==> src/rtl/eaws_pkg.sv <==
// Package for the EEPROM aligned write sequencer.
// Holds bus codes, key words, reset values and the result and bundle types.
// No dependencies.
package eaws_pkg;

  localparam int OFFSET_BITS_DEF = 16;

  localparam logic [31:0] BASE_RESET = 32'h0808_0000;
  localparam logic [31:0] KEY_FIRST  = 32'h89AB_CDEF;
  localparam logic [31:0] KEY_SECOND = 32'h0203_0405;
  localparam logic [31:0] LOCK_BIT   = 32'h0000_0001;

  localparam logic [1:0] KIND_NONE = 2'd0;
  localparam logic [1:0] KIND_KEY  = 2'd1;
  localparam logic [1:0] KIND_DATA = 2'd2;
  localparam logic [1:0] KIND_LOCK = 2'd3;

  localparam logic [1:0] SIZE_BYTE = 2'd0;
  localparam logic [1:0] SIZE_HALF = 2'd1;
  localparam logic [1:0] SIZE_WORD = 2'd2;

  typedef struct packed {
    logic        accepted;
    logic        write_active;
    logic [1:0]  bus_kind;
    logic [31:0] bus_address;
    logic [31:0] bus_data;
    logic [1:0]  bus_size;
  } result_t;

  // All results caused by one input item; cnt is 1..3
  typedef struct packed {
    logic [1:0]       cnt;
    result_t [2:0]    res;
  } bundle_t;

endpackage

==> src/rtl/eaws_in_if.sv <==
// Input channel of the EEPROM aligned write sequencer.
// Valid/ready handshake with the start/poll item fields. No dependencies.
interface eaws_in_if;
  logic        valid;
  logic        ready;
  logic        mode;
  logic [15:0] start_offset;
  logic [15:0] start_size;
  logic        zero_fill;
  logic        flash_busy;
  logic        pe_locked;
  logic [31:0] data_word;

  modport source (output valid, mode, start_offset, start_size, zero_fill,
                  flash_busy, pe_locked, data_word, input ready);
  modport sink (input valid, mode, start_offset, start_size, zero_fill,
                flash_busy, pe_locked, data_word, output ready);
endinterface

==> src/rtl/eaws_out_if.sv <==
// Result channel of the EEPROM aligned write sequencer.
// Valid/ready handshake with the bus write result fields. No dependencies.
interface eaws_out_if;
  logic        valid;
  logic        ready;
  logic        accepted;
  logic        write_active;
  logic [1:0]  bus_kind;
  logic [31:0] bus_address;
  logic [31:0] bus_data;
  logic [1:0]  bus_size;
  logic        last;

  modport source (output valid, accepted, write_active, bus_kind, bus_address,
                  bus_data, bus_size, last, input ready);
  modport sink (input valid, accepted, write_active, bus_kind, bus_address,
                bus_data, bus_size, last, output ready);
endinterface

==> src/rtl/eeprom_aligned_write_sequencer_top.sv <==
// Channel   Dir  Handshake        Payload
// in_ch     in   valid/ready      mode, offset, size, zero_fill, status bits, data_word
// out_ch    out  valid/ready      accepted, write_active, bus_kind/address/data/size, last
// cfg       in   cfg_we           cfg_wdata -> eeprom_base
//
// An item is decoded in the cycle it is accepted; its one to three results are
// registered as a bundle and leave one per cycle while out_ch is ready. Two
// bundle slots: a new item is taken while the previous bundle still drains or
// is stalled. Reset (rst_n, synchronous) clears the run state and both slots
// and restores eeprom_base; no clearing pass.
// Depends on eaws_pkg, eaws_in_if, eaws_out_if.
module eeprom_aligned_write_sequencer_top #(
  parameter int OFFSET_BITS = eaws_pkg::OFFSET_BITS_DEF
) (
  input  logic        clk,
  input  logic        rst_n,
  eaws_in_if.sink     in_ch,
  eaws_out_if.source  out_ch,
  input  logic        cfg_we,
  input  logic [31:0] cfg_wdata
);

  logic [31:0]            base_r;
  logic                   active_r;
  logic [15:0]            left_r;
  logic [OFFSET_BITS-1:0] off_r;
  logic                   fz_r;

  eaws_pkg::bundle_t slot0_r, slot1_r, bnd;
  logic              v0_r, v1_r;
  logic [1:0]        idx_r;

  logic                   start, push, out_last, pop;
  logic [OFFSET_BITS-1:0] off_start, w_off, new_off;
  logic [15:0]            w_left, new_left;
  logic                   w_fz, do_write;
  logic [2:0]             step;
  logic [1:0]             wsize;
  logic [31:0]            wdata;
  eaws_pkg::result_t      wr_res, none_res;
  logic [1:0]             n;

  assign start     = !in_ch.mode;
  assign off_start = OFFSET_BITS'(in_ch.start_offset);
  assign w_off     = start ? off_start : off_r;
  assign w_left    = start ? in_ch.start_size : left_r;
  assign w_fz      = start ? in_ch.zero_fill : fz_r;
  assign do_write  = (w_left != 16'd0) && !in_ch.flash_busy && (start != active_r);

  always_comb begin
    if (w_left >= 16'd4 && w_off[1:0] == 2'b00) begin
      step  = 3'd4;
      wsize = eaws_pkg::SIZE_WORD;
      wdata = in_ch.data_word;
    end else if (w_left >= 16'd2 && !w_off[0]) begin
      step  = 3'd2;
      wsize = eaws_pkg::SIZE_HALF;
      wdata = {16'h0000, in_ch.data_word[15:0]};
    end else begin
      step  = 3'd1;
      wsize = eaws_pkg::SIZE_BYTE;
      wdata = {24'h000000, in_ch.data_word[7:0]};
    end
  end

  assign new_left = w_left - 16'(step);
  assign new_off  = w_off + OFFSET_BITS'(step);

  always_comb begin
    wr_res              = '0;
    wr_res.accepted     = start;
    wr_res.write_active = 1'b1;
    wr_res.bus_kind     = eaws_pkg::KIND_DATA;
    wr_res.bus_address  = base_r + 32'(w_off);
    wr_res.bus_data     = w_fz ? 32'd0 : wdata;
    wr_res.bus_size     = wsize;
    none_res            = '0;
  end

  always_comb begin
    bnd = '0;
    n   = 2'd0;
    if (start) begin
      if (active_r) begin
        bnd.res[0].write_active = 1'b1;
        n = 2'd1;
      end else begin
        if (in_ch.pe_locked) begin
          bnd.res[0] = '{1'b1, 1'b1, eaws_pkg::KIND_KEY, 32'd0, eaws_pkg::KEY_FIRST,
                         eaws_pkg::SIZE_WORD};
          bnd.res[1] = '{1'b1, 1'b1, eaws_pkg::KIND_KEY, 32'd0, eaws_pkg::KEY_SECOND,
                         eaws_pkg::SIZE_WORD};
          n = 2'd2;
        end
        if (do_write) begin
          bnd.res[n] = wr_res;
          n = n + 2'd1;
        end
        if (n == 2'd0) begin
          bnd.res[0]              = none_res;
          bnd.res[0].accepted     = 1'b1;
          bnd.res[0].write_active = 1'b1;
          n = 2'd1;
        end
      end
    end else begin
      n = 2'd1;
      if (!active_r || in_ch.flash_busy) begin
        bnd.res[0]              = none_res;
        bnd.res[0].write_active = active_r;
      end else if (left_r == 16'd0) begin
        bnd.res[0] = '{1'b0, 1'b0, eaws_pkg::KIND_LOCK, 32'd0, eaws_pkg::LOCK_BIT,
                       eaws_pkg::SIZE_WORD};
      end else begin
        bnd.res[0] = wr_res;
      end
    end
    bnd.cnt = n;
  end

  assign in_ch.ready = !v1_r;
  assign push        = in_ch.valid && !v1_r;
  assign out_last    = (idx_r == slot0_r.cnt - 2'd1);
  assign pop         = v0_r && out_ch.ready && out_last;

  always_ff @(posedge clk) begin
    if (!rst_n) begin
      base_r <= eaws_pkg::BASE_RESET;
    end else if (cfg_we) begin
      base_r <= cfg_wdata;
    end
  end

  always_ff @(posedge clk) begin
    if (!rst_n) begin
      active_r <= 1'b0;
      left_r   <= '0;
      off_r    <= '0;
      fz_r     <= 1'b0;
    end else if (push) begin
      if (start && !active_r) begin
        active_r <= 1'b1;
        fz_r     <= in_ch.zero_fill;
        off_r    <= do_write ? new_off : off_start;
        left_r   <= do_write ? new_left : in_ch.start_size;
      end else if (!start && active_r && !in_ch.flash_busy) begin
        if (left_r == 16'd0) begin
          active_r <= 1'b0;
        end else begin
          off_r  <= new_off;
          left_r <= new_left;
        end
      end
    end
  end

  always_ff @(posedge clk) begin
    if (!rst_n) begin
      v0_r  <= 1'b0;
      v1_r  <= 1'b0;
      idx_r <= 2'd0;
    end else begin
      if (v0_r && out_ch.ready) begin
        idx_r <= out_last ? 2'd0 : idx_r + 2'd1;
      end
      if (pop) begin
        if (v1_r) begin
          slot0_r <= slot1_r;
          v1_r    <= 1'b0;
        end else begin
          v0_r <= push;
          if (push) begin
            slot0_r <= bnd;
          end
        end
      end else if (push) begin
        if (!v0_r) begin
          slot0_r <= bnd;
          v0_r    <= 1'b1;
        end else begin
          slot1_r <= bnd;
          v1_r    <= 1'b1;
        end
      end
    end
  end

  assign out_ch.valid        = v0_r;
  assign out_ch.accepted     = slot0_r.res[idx_r].accepted;
  assign out_ch.write_active = slot0_r.res[idx_r].write_active;
  assign out_ch.bus_kind     = slot0_r.res[idx_r].bus_kind;
  assign out_ch.bus_address  = slot0_r.res[idx_r].bus_address;
  assign out_ch.bus_data     = slot0_r.res[idx_r].bus_data;
  assign out_ch.bus_size     = slot0_r.res[idx_r].bus_size;
  assign out_ch.last         = out_last;

endmodule

==> src/flat_wrapper.sv <==
// flat-port wrapper written by rule: the top's interface ports become plain ports
module eeprom_aligned_write_sequencer_top_flat 
#(
  parameter int OFFSET_BITS = eaws_pkg::OFFSET_BITS_DEF
)
  (clk, rst_n, cfg_we, cfg_wdata, in_ch_valid, in_ch_mode, in_ch_start_offset, in_ch_start_size, in_ch_zero_fill, in_ch_flash_busy, in_ch_pe_locked, in_ch_data_word, in_ch_ready, out_ch_valid, out_ch_accepted, out_ch_write_active, out_ch_bus_kind, out_ch_bus_address, out_ch_bus_data, out_ch_bus_size, out_ch_last, out_ch_ready);
  eaws_in_if in_ch_i ();
  eaws_out_if out_ch_i ();
  input  logic clk;
  input  logic rst_n;
  input  logic cfg_we;
  input  logic [31:0] cfg_wdata;
  input wire logic [$bits(in_ch_i.valid)-1:0] in_ch_valid;
  input wire logic [$bits(in_ch_i.mode)-1:0] in_ch_mode;
  input wire logic [$bits(in_ch_i.start_offset)-1:0] in_ch_start_offset;
  input wire logic [$bits(in_ch_i.start_size)-1:0] in_ch_start_size;
  input wire logic [$bits(in_ch_i.zero_fill)-1:0] in_ch_zero_fill;
  input wire logic [$bits(in_ch_i.flash_busy)-1:0] in_ch_flash_busy;
  input wire logic [$bits(in_ch_i.pe_locked)-1:0] in_ch_pe_locked;
  input wire logic [$bits(in_ch_i.data_word)-1:0] in_ch_data_word;
  output wire logic [$bits(in_ch_i.ready)-1:0] in_ch_ready;
  output wire logic [$bits(out_ch_i.valid)-1:0] out_ch_valid;
  output wire logic [$bits(out_ch_i.accepted)-1:0] out_ch_accepted;
  output wire logic [$bits(out_ch_i.write_active)-1:0] out_ch_write_active;
  output wire logic [$bits(out_ch_i.bus_kind)-1:0] out_ch_bus_kind;
  output wire logic [$bits(out_ch_i.bus_address)-1:0] out_ch_bus_address;
  output wire logic [$bits(out_ch_i.bus_data)-1:0] out_ch_bus_data;
  output wire logic [$bits(out_ch_i.bus_size)-1:0] out_ch_bus_size;
  output wire logic [$bits(out_ch_i.last)-1:0] out_ch_last;
  input wire logic [$bits(out_ch_i.ready)-1:0] out_ch_ready;
  assign in_ch_i.valid = in_ch_valid;
  assign in_ch_i.mode = in_ch_mode;
  assign in_ch_i.start_offset = in_ch_start_offset;
  assign in_ch_i.start_size = in_ch_start_size;
  assign in_ch_i.zero_fill = in_ch_zero_fill;
  assign in_ch_i.flash_busy = in_ch_flash_busy;
  assign in_ch_i.pe_locked = in_ch_pe_locked;
  assign in_ch_i.data_word = in_ch_data_word;
  assign in_ch_ready = in_ch_i.ready;
  assign out_ch_valid = out_ch_i.valid;
  assign out_ch_accepted = out_ch_i.accepted;
  assign out_ch_write_active = out_ch_i.write_active;
  assign out_ch_bus_kind = out_ch_i.bus_kind;
  assign out_ch_bus_address = out_ch_i.bus_address;
  assign out_ch_bus_data = out_ch_i.bus_data;
  assign out_ch_bus_size = out_ch_i.bus_size;
  assign out_ch_last = out_ch_i.last;
  assign out_ch_i.ready = out_ch_ready;
  eeprom_aligned_write_sequencer_top #(.OFFSET_BITS(OFFSET_BITS)) u_core (.clk(clk), .rst_n(rst_n), .in_ch(in_ch_i), .out_ch(out_ch_i), .cfg_we(cfg_we), .cfg_wdata(cfg_wdata));
endmodule
==> config.mk <==
export PLATFORM = sky130hd
export DESIGN_NAME = eeprom_aligned_write_sequencer_top_flat
export DESIGN_NICKNAME = d
export VERILOG_FILES = /design/src/rtl/eaws_pkg.sv /design/src/rtl/eaws_in_if.sv /design/src/rtl/eaws_out_if.sv /design/src/rtl/eeprom_aligned_write_sequencer_top.sv /design/src/flat_wrapper.sv
export SDC_FILE = /design/constraint.sdc
export NUM_CORES = 1
export LEC_CHECK = 0
export BUFFER_PORTS_ARGS = -buffer_cell sky130_fd_sc_hd__buf_2
export CAP_MARGIN = 25
export CORE_MARGIN = 4
export CORE_UTILIZATION = 40
export CTS_CLUSTER_DIAMETER = 60
export DETAILED_ROUTE_END_ITERATION = 7
export GPL_TIMING_DRIVEN = 1
export SYNTH_ARGS = -nofsm -noshare
export SYNTH_HDL_FRONTEND = slang
export SYNTH_SLANG_ARGS = --single-unit
==> constraint.sdc <==
create_clock -name clk -period 12.3 [get_ports clk]
set_clock_uncertainty 0.2 [all_clocks]
set_input_delay 1.23 -clock clk [delete_from_list [all_inputs] [get_ports clk]]
set_output_delay 1.23 -clock clk [all_outputs]
set_load 0.05 [all_outputs]
==> results of run 1 <==
-- cell usage in the layout (no fill, tap or decap), drive strengths merged, types with 11 or more instances in the layout --
cell	count
a21oi	93
a22o	15
a31oi	16
and2	23
and3	24
buf	202
clkbuf	53
clkinv	18
dfxtp	70
edfxtp	280
ha	23
inv	38
mux2	32
mux2i	111
nand2	181
nand2b	14
nand3	34
nor2	228
nor3	28
o2111ai	20
o211ai	17
o21ai	106
o31ai	35
or3	21
or4	11
xnor2	11
xor2	22
-- metal layers --
metal,part of all wire (%),vias to the layer above,global-route usage (%)
met1,46,6557,28.00
met3,6.7,57,4.178
met2,46,451,31.22
met4,1.5,4,4.082
met5,0.048,-,0
li1,-,6556,-
-- stage by stage --
step	instances	cell area, um^2
3_5_place_dp	2377	19280
3_3_place_gp	2377	19280
6_report	2458	20740
5_1_grt	2458	20740
4_1_cts	2455	20670
2_1_floorplan	1705	17920
-- tightest hold or removal path, cell delays in order, from the launching register on --
cell and delay, ns:
dfxtp_1 0.31, nand2_1 0.05, a21oi_1 0.05
-- flip-flops by register name, indices dropped and copies added (netlist names), 2 cells and up --
| signal | count |
|---|---|
| u_core.left_r | 16 |
| u_core.base_r | 32 |
| u_core.off_r | 16 |
| u_core.slot0_r | 140 |
| u_core.slot1_r | 140 |
| u_core.idx_r | 2 |
-- how the worst max path moves through the flow --
stage                        endpoint  slack, ns
floorplan           u_core.slot0_r[0]       2.89
global placement    u_core.left_r[15]       5.77
detailed placement  u_core.left_r[15]       5.63
CTS                 u_core.left_r[15]       6.23
global route        u_core.left_r[15]       5.92
finish              u_core.left_r[15]       6.18
-- area by class of cell --
type                    count  area (um^2)  area share, %
clock buffers              53         1102          5.314
well taps                 592        740.7          3.571
flip-flops and latches    350         9814          47.31
multi-input cells        1200         7543          36.37
clock inverters            25        281.5          1.357
inverters                  36        135.1         0.6514
repair buffers            202         1126          5.429
-- logic make-up after synthesis --
| kind of cell | Yosys count | synth area share (%) |
|---|---|---|
| AND/OR/NAND/NOR | 620 | 16.01 |
| AO/OA/AOI/OAI | 378 | 13.94 |
| flip-flops | 350 | 54.73 |
| buffers and inverters | 155 | 3.532 |
| multiplexers | 143 | 8.230 |
| XOR/XNOR | 33 | 1.613 |
| adder cells (fa/ha/maj) | 26 | 1.941 |
-- power breakdown --
group	leakage, nW	switching [mW]	internal (mW)
Clock	0.676	0.507	0.746
Combinational	3.71	0.342	0.143
Sequential	3.12	0.0301	1.34
Total	7.51	0.878	2.23
==> summary.txt, run 1 <==
Floorplanning
  – Die Ht: roughly 220 um
  – Starting Density: 40.53%
  – Total Die Area: approximately 0.048 mm^2
  – IO Count: 178
  – Row count: 77
  – Die Wd: between 200 and 250 um
  – Core Footprint: 0.04422 mm^2

STA
  – Slew HR: between 30% and 40%
  – Max Fclk: 163.4 MHz
  – Setup_tns: 0 ns
  – Tcrit/Tclk final: approximately half
  – Final-report setup violation count: 0
  – Final hold slack: 0.2551 ns
  – Final Hold Fails: 0
  – Actual slew at the worst max-slew pin: approximately 1.0 ns
  – Fin. max-slew vios: 0
  – RSZ-0062 raised after global routing: no
  – Final WS setup: 6.178 ns
  – Final min period: 6.122 ns

Global route
  – Vias in the first global route: around 13000
  – First-pass GRT wire length: between 70 and 80 mm
  – Largest net degree at the start of global routing: 80
  – Gr usage total: 19.66%
  – Initial antenna violation count: 3
  – Grt total ovfl: 0

Logic synthesis
  – Share of the synthesized area in the top cell type: 46.91%
  – Ys async rst share: 0%
  – Synth area leaders: edfxtp_1, dfxtp_1, mux2i_1, nor2_1, nand2_1
  – Most frequent cells after synthesis: edfxtp_1, nor2_1, nand2_1
  – Top_reg_cell synth: edfxtp_1
  – Post-Synthesis Cells: 1705
  – Most frequent cell after synthesis: edfxtp_1
  – Unique masters post-synth: 77
  – Post-synth EDFFs: 280
  – Synth warn: 0
  – Syn Area/Cell: 10.51 um^2
  – Cell taking the most area after synthesis: edfxtp_1
  – Syn nets: around 1800
  – FF+latch count, synth: 350
  – Cell area after synthesis: roughly 0.018 mm^2
  – Sequential area share after synthesis: between 50% and 60%

Final layout
  – Share of cells above drive strength 1: 17.68%
  – Fillers: around 4100
  – Final nets: 1963
  – Final Util: between 40% and 50%
  – Synthesis-to-layout area growth: 15.73%
  – N_diodes: 0

Worst setup path
  – CP cell instances: buf_2, buf_4, or2_1, or4_4, o32a_4, o31ai_1, o21bai_1, ha_1, nor2b_1, o21a_1, or4_1, a211oi_1, mux2i_1, o21ai_0, a221oi_1
  – Critical path depth: 15
  – R2R depth: 13
  – Slowest-stage cell, CP: or4_1
  – Reg-to-Reg Start: u_core.left_r[11]
  – Crit start category: input pin
  – RR Endpoint: u_core.left_r[15]
  – Worst-path maximum fanout: 58
  – FF-to-FF setup slack: 7.14 ns
  – CP arrival: ~6.4 ns
  – CP max stage delay: 0.64 ns
  – CP Capture Type: flip-flop
  – Top Family by Delay on Critical Path: compound AO/OA/AOI/OAI gates
  – Worst path bufs/invs: 2
  – Critical Path Start: in_ch_mode
  – Required time worst endpoint: around 13 ns
  – WS Path Type: input pin to flip-flop

Power and ir drop
  – Worst vdd ir: 0.08796 mV
  – P per Cell Area: 149.7 mW/mm^2
  – Total power: slightly above 3 mW
  – P_leak: 7.510 nW

Clock tree
  – TritonCTS clock tree: built
  – Root Driver: clkbuf_16
  – # clock sinks: 350
  – Hold_buf cts: 0
  – Clock Latency Late Sink: 0.57 ns
  – # resized after CTS: 0
  – Clk slew on worst S/H paths: 0.06 ns
  – Setup bufs post-CTS: 0
  – CTS max path bufs: 3
  – H-tree Lvls: 2
  – Num CTS Buffers: 42

Placement
  – Placer Congestion: a little over 0.8
  – Port bufs: about 180
  – Pre-CTS worst setup slack: 5.630 ns
  – Dpl hpwl: 31.55 mm

Drt
  – Final ANT Viol Nets: 0
  – WL/cell: 19.67 um
  – Drt pass-1 iters: 6
  – Starting DRT DRC Count: 990
  – Via density: 5.543
  – Routed WL: 48.36 mm
  – # DRC: 0
  – Vias post-DR: 13630

Flow run
  – Max-Cap Viols: 0

Min path
  – WHS Path Cells: 2
  – Hold wc startpoint: u_core.fz_r
  – Sink of the worst hold path: u_core.fz_r
  – Min-Delay Path Class: flip-flop to flip-flop

Outcome
  – Outcome: completed
No activity file was read; power rests on OpenSTA's default activity.
==> inputs of run 2 (changes only) <==
--- a/config.mk
+++ b/config.mk
@@ -5,6 +5,7 @@
 export SDC_FILE = /design/constraint.sdc
 export NUM_CORES = 1
 export LEC_CHECK = 0
+export ABC_AREA = 1
 export BUFFER_PORTS_ARGS = -buffer_cell sky130_fd_sc_hd__buf_2
 export CAP_MARGIN = 25
 export CORE_MARGIN = 4
==> constraint.sdc (replaced) <==
create_clock -name clk -period 5.4 [get_ports clk]
set_clock_uncertainty 0.2 [all_clocks]
set_input_delay 0.54 -clock clk [delete_from_list [all_inputs] [get_ports clk]]
set_output_delay 0.54 -clock clk [all_outputs]
set_load 0.05 [all_outputs]
==> run 2 against run 1 <==
Net effect: synthesized area fell by 0.19%; setup slack got worse by 5.0 ns; via count rose by 5.1%; die area fell by 0.18%; sequential share of layout area barely moved; largest cell class unchanged; largest power group unchanged.
==> summary.txt, run 2 <==
Outcome
  – Outcome: completed

Floorplanning
  – Die Ht: 219.5 um (about the same)
  – Die Wd: 219.5 um (about the same)
  – IO Count: 178 (unchanged)
  – Row count: 77 (unchanged)
  – Core Footprint: 0.04422 mm^2 (unchanged)
  – Starting Density: 40.45% (-0.076 points)
  – Total Die Area: 0.04817 mm^2 (-0.18%)

Worst setup path
  – WS Path Type: input pin to flip-flop
  – CP Capture Type: flip-flop
  – Worst-path maximum fanout: 22 (-62%)
  – Crit start category: input pin
  – CP arrival: 4.52 ns (-1.88 ns)
  – Required time worst endpoint: 5.67 ns (-6.90 ns)

Drt
  – Starting DRT DRC Count: 1176 (+19%)
  – # DRC: 0 (unchanged)
  – Drt pass-1 iters: 5 (-1)
  – WL/cell: 17.18 um (-13%)
  – WL met2: 21.92 mm (-0.72%)
  – Top sig layer: met4
  – Routed WL: 48.97 mm (+1.3%)
  – Final ANT Viol Nets: 0 (unchanged)
  – Vias post-DR: 14320 (+5.1%)
  – Via density: 5.024 (-9.4%)
  – Met3 WL: 2.799 mm (-13%)
  – Post-Route M1 WL: 23.53 mm (+5.6%)

STA
  – Final hold slack: 0.03168 ns (-0.2234 ns)
  – Actual slew at the worst max-slew pin: 0.9935 ns (-0.01812 ns)
  – Slew HR: 33.67% (+1.5 points)
  – Fin. max-slew vios: 0 (unchanged)
  – Final-report setup violation count: 0 (unchanged)
  – Final min period: 4.249 ns
  – Max Fclk: 235.4 MHz
  – Setup_tns: 0 ns (unchanged)
  – Tcrit/Tclk final: roughly four fifths
  – Final Hold Fails: 0 (unchanged)
  – RSZ-0062 raised after global routing: no

Placement
  – Dpl hpwl: 33.28 mm (+5.5%)
  – Port bufs: 177 (unchanged)
  – Placer Congestion: 0.8566 (+3.4%)

Logic synthesis
  – FF+latch count, synth: 350 (unchanged)
  – Share of the synthesized area in the top cell type: 47.00% (+0.089 points)
  – Unique masters post-synth: 43 (-44%)
  – Syn Area/Cell: 8.655 um^2 (-18%)
  – Sequential area share after synthesis: 54.83% (+0.10 points)
  – Post-synth EDFFs: 280 (unchanged)
  – Synth warn: 0 (unchanged)
  – Cell taking the most area after synthesis: edfxtp_1
  – Ys async rst share: 0% (unchanged)
  – Top_reg_cell synth: edfxtp_1
  – Most frequent cell after synthesis: nand2_1
  – Post-Synthesis Cells: 2067 (+21%)
  – Syn nets: 2198 (+20%)
  – Synth area leaders: edfxtp_1, nand2_1, dfxtp_1, inv_1, nor2_1
  – Most frequent cells after synthesis: nand2_1, edfxtp_1, inv_1
  – Cell area after synthesis: 0.01789 mm^2 (-0.19%)

Flow run
  – Max-Cap Viols: 0 (unchanged)

Clock tree
  – Num CTS Buffers: 41 (-2.4%)
  – Clk slew on worst S/H paths: 0.06 ns (about the same)
  – # clock sinks: 350 (unchanged)
  – # resized after CTS: 0 (unchanged)
  – CTS max path bufs: 3 (unchanged)
  – Root Driver: clkbuf_16
  – Setup bufs post-CTS: 0 (unchanged)
  – Clock Latency Late Sink: 0.56 ns (about the same)
  – TritonCTS clock tree: built
  – H-tree Lvls: 2 (unchanged)

Global route
  – Largest net degree at the start of global routing: 70 (-13%)
  – Gr usage total: 19.94% (+0.28 points)
  – Grt total ovfl: 0 (unchanged)
  – First-pass GRT wire length: 75.41 mm (+1.1%)
  – Initial antenna violation count: 0 (-3)
  – Vias in the first global route: 13460 (+3.3%)

Final layout
  – Synthesis-to-layout area growth: 15.99%
  – Most frequent cells in the layout: nand2_1, edfxtp_1, inv_1
  – Fillers: 4232 (+2.5%)
  – Final Util: 46.92% (about the same)
  – N_diodes: 0 (unchanged)
  – Share of cells above drive strength 1: 13.46% (-4.2 points)
  – Most common cell after layout, fill and taps aside: nand2_1
  – Final nets: 2360 (+20%)
  – Top Registers: u_core.slot0_r x140, u_core.slot1_r x140, u_core.base_r x32

Power and ir drop
  – Worst vdd ir: 0.2928 mV (+230%)
  – P per Cell Area: 327.1 mW/mm^2 (+120%)
  – P_leak: 9.189 nW (+22%)

Min path
  – Min-Delay Path Class: input pin to flip-flop
-- run 2: routing by layer --
layer	track usage [%]	vias to the layer above
met4	4.024	0
met1	29.28	6715
met5	0	-
met2	31.38	395
li1	-	7162
met3	3.296	50
-- run 2: repair_timing --
action,CTS,global route
hold buffers,12,0
endpoints found under the setup margin,0,0
hold endpoints to repair,12,0
-- run 2: cells by family (layout without fill, tap and decap cells) --
group | after synthesis | after routing | share of synthesized area, %
DFF | 350 | 350 | 54.83
AOI/OAI and AO/OA | 349 | 349 | 11.37
buffers and inverters | 326 | 518 | 7.609
and+or+nand+nor | 986 | 986 | 22.78
xor gates and xnor gates | 30 | 30 | 1.469
adders and majority gates | 26 | 26 | 1.944
-- run 2: per-stage QoR --
stage	worst slack [ns]	area (um^2)	std cells	power [mW]
2_1_floorplan	1.065	17910	2067	3.890
3_3_place_gp	0.6649	19270	2761	4.206
3_5_place_dp	0.5619	19370	2765	4.225
4_1_cts	1.141	20720	2850	6.856
5_1_grt	0.7575	20750	2851	7.083
6_report	1.151	20750	2851	6.787
-- run 2: worst paths after layout --
kind                                        from                 to  slack (ns)  cells after the start
worst max-delay path                  in_ch_mode   u_core.off_r[10]        1.15                     23
worst min-delay path               cfg_wdata[10]  u_core.base_r[10]        0.03                      3
worst max register to register  u_core.left_r[9]   u_core.off_r[10]        1.43                     21
worst min register to register  u_core.off_r[14]   u_core.off_r[14]        0.27                      2
-- run 2: area by class of cell --
type                            instances  area (um^2)  area share, %
Tap cell                              592        740.7          3.570
Clock inverter                         14        130.1         0.6271
Timing Repair Buffer                  216         1351          6.512
Inverter                              229        862.1          4.155
Clock buffer                           59         1104          5.318
Multi-Input combinational cell       1391         6753          32.54
Sequential cell                       350         9809          47.27
-- run 2: worst max-delay path, stage by stage --
cell,delay (ns)
buf_2,0.36
inv_2,0.25
nand2_1,0.11
nand2_1,0.15
nor2_4,0.15
nand2_2,0.11
nor2_1,0.13
nand2_2,0.09
nand2_1,0.07
buf_4,0.21
inv_2,0.18
nor2_2,0.20
inv_1,0.17
fa_1,0.46
o21ai_0,0.28
nand2_1,0.11
nor2_2,0.27
nand2_1,0.15
o21ai_0,0.19
nand2_1,0.07
nand2_1,0.06
nand3_1,0.08
a21oi_1,0.12
-- run 2: report_power, final --
group / switching, mW / leakage [nW] / internal, mW
registers: 0.0510 / 3.26 / 3.03
clock network: 1.09 / 0.592 / 1.52
logic: 0.787 / 5.34 / 0.305
total: 1.93 / 9.19 / 4.86
==> inputs of run 3 (changes only) <==
==> constraint.sdc (replaced) <==
create_clock -name clk -period 4.11 [get_ports clk]
set_clock_uncertainty 0.2 [all_clocks]
set_input_delay 0.411 -clock clk [delete_from_list [all_inputs] [get_ports clk]]
set_output_delay 0.411 -clock clk [all_outputs]
set_load 0.05 [all_outputs]
==> run 3 against run 2 <==
Net effect: non-clock buffer count up 57; design area up 2.8%; register-to-register slack worse by 0.79 ns; setup slack worse by 0.67 ns; sequential power up 31%; sequential share of layout area down 1.3 points; hold slack about the same; sequential cell count unchanged; critical path type unchanged; largest cell class unchanged; highest routed layer is now met5.
==> summary.txt, run 3 (synthesized netlist as in run 2, its figures left out) <==
Floorplanning
  – Die Wd: 219.5 um (unchanged)
  – Total Die Area: 0.04817 mm^2 (unchanged)
  – Row count: 77 (unchanged)
  – Die Ht: 219.5 um (unchanged)
  – IO Count: 178 (unchanged)
  – Starting Density: 40.45% (unchanged)
  – Core Footprint: 0.04422 mm^2 (unchanged)

Worst setup path
  – CP Capture Type: flip-flop
  – Most used cell, CP: nand2_1
  – Slowest-stage cell, CP: dlygate4sd3_1
  – CP arrival: 3.91 ns (-0.61 ns)
  – Crit start category: input pin
  – Worst path bufs/invs: 4 (-1)
  – Top Family by Delay on Critical Path: simple AND/OR/NAND/NOR gates
  – CP cell instances: dlygate4sd3_1, buf_2, nand2_1, nand2_1, nor2_4, nand2_2, nor2_1, nand2_2, nand2_1, inv_2, nor2_2, inv_1, fa_1, o21ai_0, nand2_1, nor2_2, nand2_1, o21ai_0, nand2_1, nand2_1, nand3_1, a21oi_1
  – CP max stage delay: 0.52 ns (+0.06 ns)
  – Worst-path maximum fanout: 6 (-73%)
  – WS Path Type: input pin to flip-flop
  – Required time worst endpoint: 4.39 ns (-1.28 ns)
  – R2R depth: 20 (-4.8%)
  – Critical path depth: 22 (-4.3%)

Drt
  – Drt pass-1 iters: 5 (unchanged)
  – Vias post-DR: 14630 (+2.1%)
  – Final ANT Viol Nets: 0 (unchanged)
  – # DRC: 0 (unchanged)
  – Starting DRT DRC Count: 1259 (+7.1%)
  – Via density: 5.023 (about the same)
  – Routed WL: 49.32 mm (+0.70%)
  – WL/cell: 16.94 um (-1.4%)

Global route
  – Gr usage total: 20.25% (+0.31 points)
  – Largest net degree at the start of global routing: 141 (+100%)
  – Vias in the first global route: 13920 (+3.4%)
  – Initial antenna violation count: 2 (+2)
  – Grt total ovfl: 0 (unchanged)
  – First-pass GRT wire length: 77.09 mm (+2.2%)

Clock tree
  – H-tree Lvls: 2 (unchanged)
  – Num CTS Buffers: 42 (+2.4%)
  – Root Driver: clkbuf_16
  – # clock sinks: 350 (unchanged)
  – CTS max path bufs: 3 (unchanged)
  – Clk slew on worst S/H paths: 0.06 ns (about the same)
  – TritonCTS clock tree: built
  – Clock Latency Late Sink: 0.56 ns (about the same)

STA
  – RSZ-0062 raised after global routing: no
  – Fin. max-slew vios: 0 (unchanged)
  – Slew HR: 45.52% (+12 points)
  – Tcrit/Tclk final: 88.29%
  – Actual slew at the worst max-slew pin: 0.8163 ns (-0.1771 ns)
  – Final Hold Fails: 0 (unchanged)
  – Setup_tns: 0 ns (unchanged)
  – Max Fclk: 275.6 MHz
  – Final-report setup violation count: 0 (unchanged)
  – Final min period: 3.629 ns

Power and ir drop
  – P_leak: 9.464 nW (+3.0%)
  – P per Cell Area: 431.9 mW/mm^2 (+32%)
  – Worst vdd ir: 0.2717 mV (-7.2%)

Min path
  – Min-Delay Path Class: input pin to flip-flop
  – WHS Path Cells: 3 (unchanged)

Outcome
  – Outcome: completed

Final layout
  – Final Util: 48.26% (+1.3 points)
  – Most frequent cells in the layout: nand2_1, edfxtp_1, inv_1
  – Most common cell after layout, fill and taps aside: nand2_1
  – Top Registers: u_core.slot0_r x140, u_core.slot1_r x140, u_core.base_r x32
  – Synthesis-to-layout area growth: 19.28%
  – Share of cells above drive strength 1: 14.10% (+0.64 points)
  – Final nets: 2418 (+2.5%)

Placement
  – Port bufs: 177 (unchanged)
  – Placer Congestion: 0.8652 (+1.0%)
  – Dpl hpwl: 32.63 mm (-1.9%)

Flow run
  – Max-Cap Viols: 0 (unchanged)
run 3: cell types whose count changed in the layout (fill, tap and decap cells not counted), sizes merged:
| cell | previous run | this run |
|---|---|---|
| inv | 233 | 232 |
| bufinv | 2 | 5 |
| clkbuf | 59 | 54 |
| clkinvlp | 1 | 2 |
| diode | 0 | 1 |
| clkinv | 7 | 12 |
| dlygate4sd3 | 12 | 57 |
| buf | 204 | 216 |
run 3: cell type report:
class,count,area (um^2)
clock inverter,22,262.8
timing repair buffer,273,1799
tap,592,740.7
sequential,350,9811
fill,4244,22880
multi-input combinational,1391,6763
clock buffer,54,1096
inverter,229,864.6
antenna,1,2.502
run 3: through the flow:
step	instances	hold slack, ns	setup slack [ns]	cell area (um^2)	total power, mW
floorplan	2067	0.2401	0.004418	17930	5.113
global placement	2778	0.2564	0.09841	19410	5.547
detailed placement	2778	0.2669	0.01890	19410	5.562
CTS	2911	0.003048	0.4687	21340	9.315
global route	2911	0.01857	0.09992	21340	9.628
finish	2912	0.03156	0.4815	21340	9.217
run 3: path summary, 6_finish.rpt:
path / from / to / slack, ns
worst min-delay path: in_ch_data_word[20] / u_core.slot1_r[162] / 0.03
worst max register to register: u_core.left_r[9] / u_core.off_r[10] / 0.64
worst max-delay path: in_ch_start_size[6] / u_core.off_r[10] / 0.48
worst min register to register: u_core.off_r[9] / u_core.off_r[9] / 0.28
run 3: power by group:
group,internal (mW),switching [mW]
Combinational,0.430,1.04
Sequential,3.99,0.0671
Clock,2.21,1.48
Total,6.63,2.59
run 3: tightest hold or removal path, stage by stage:
cell and delay (ns):
buf_2 0.08, nand2_1 0.07, nor2_1 0.10
run 3: what timing repair did:
item / 4_1_cts / 5_1_grt
hold buffers: 57 / 0
setup buffers: 0 / 0
resized for setup: 0 / 0
hold endpoints to repair: 57 / 0
run 3: layer usage:
metal	global-route usage, %	part of all wire (%)	vias to the layer above	routed length, um
met5	0	0.026	-	13
met4	5.561	2.2	2	1069
met3	3.365	6.4	75	3140
met2	31.63	45	434	22340
met1	29.29	46	6825	22750
li1	-	-	7291	-
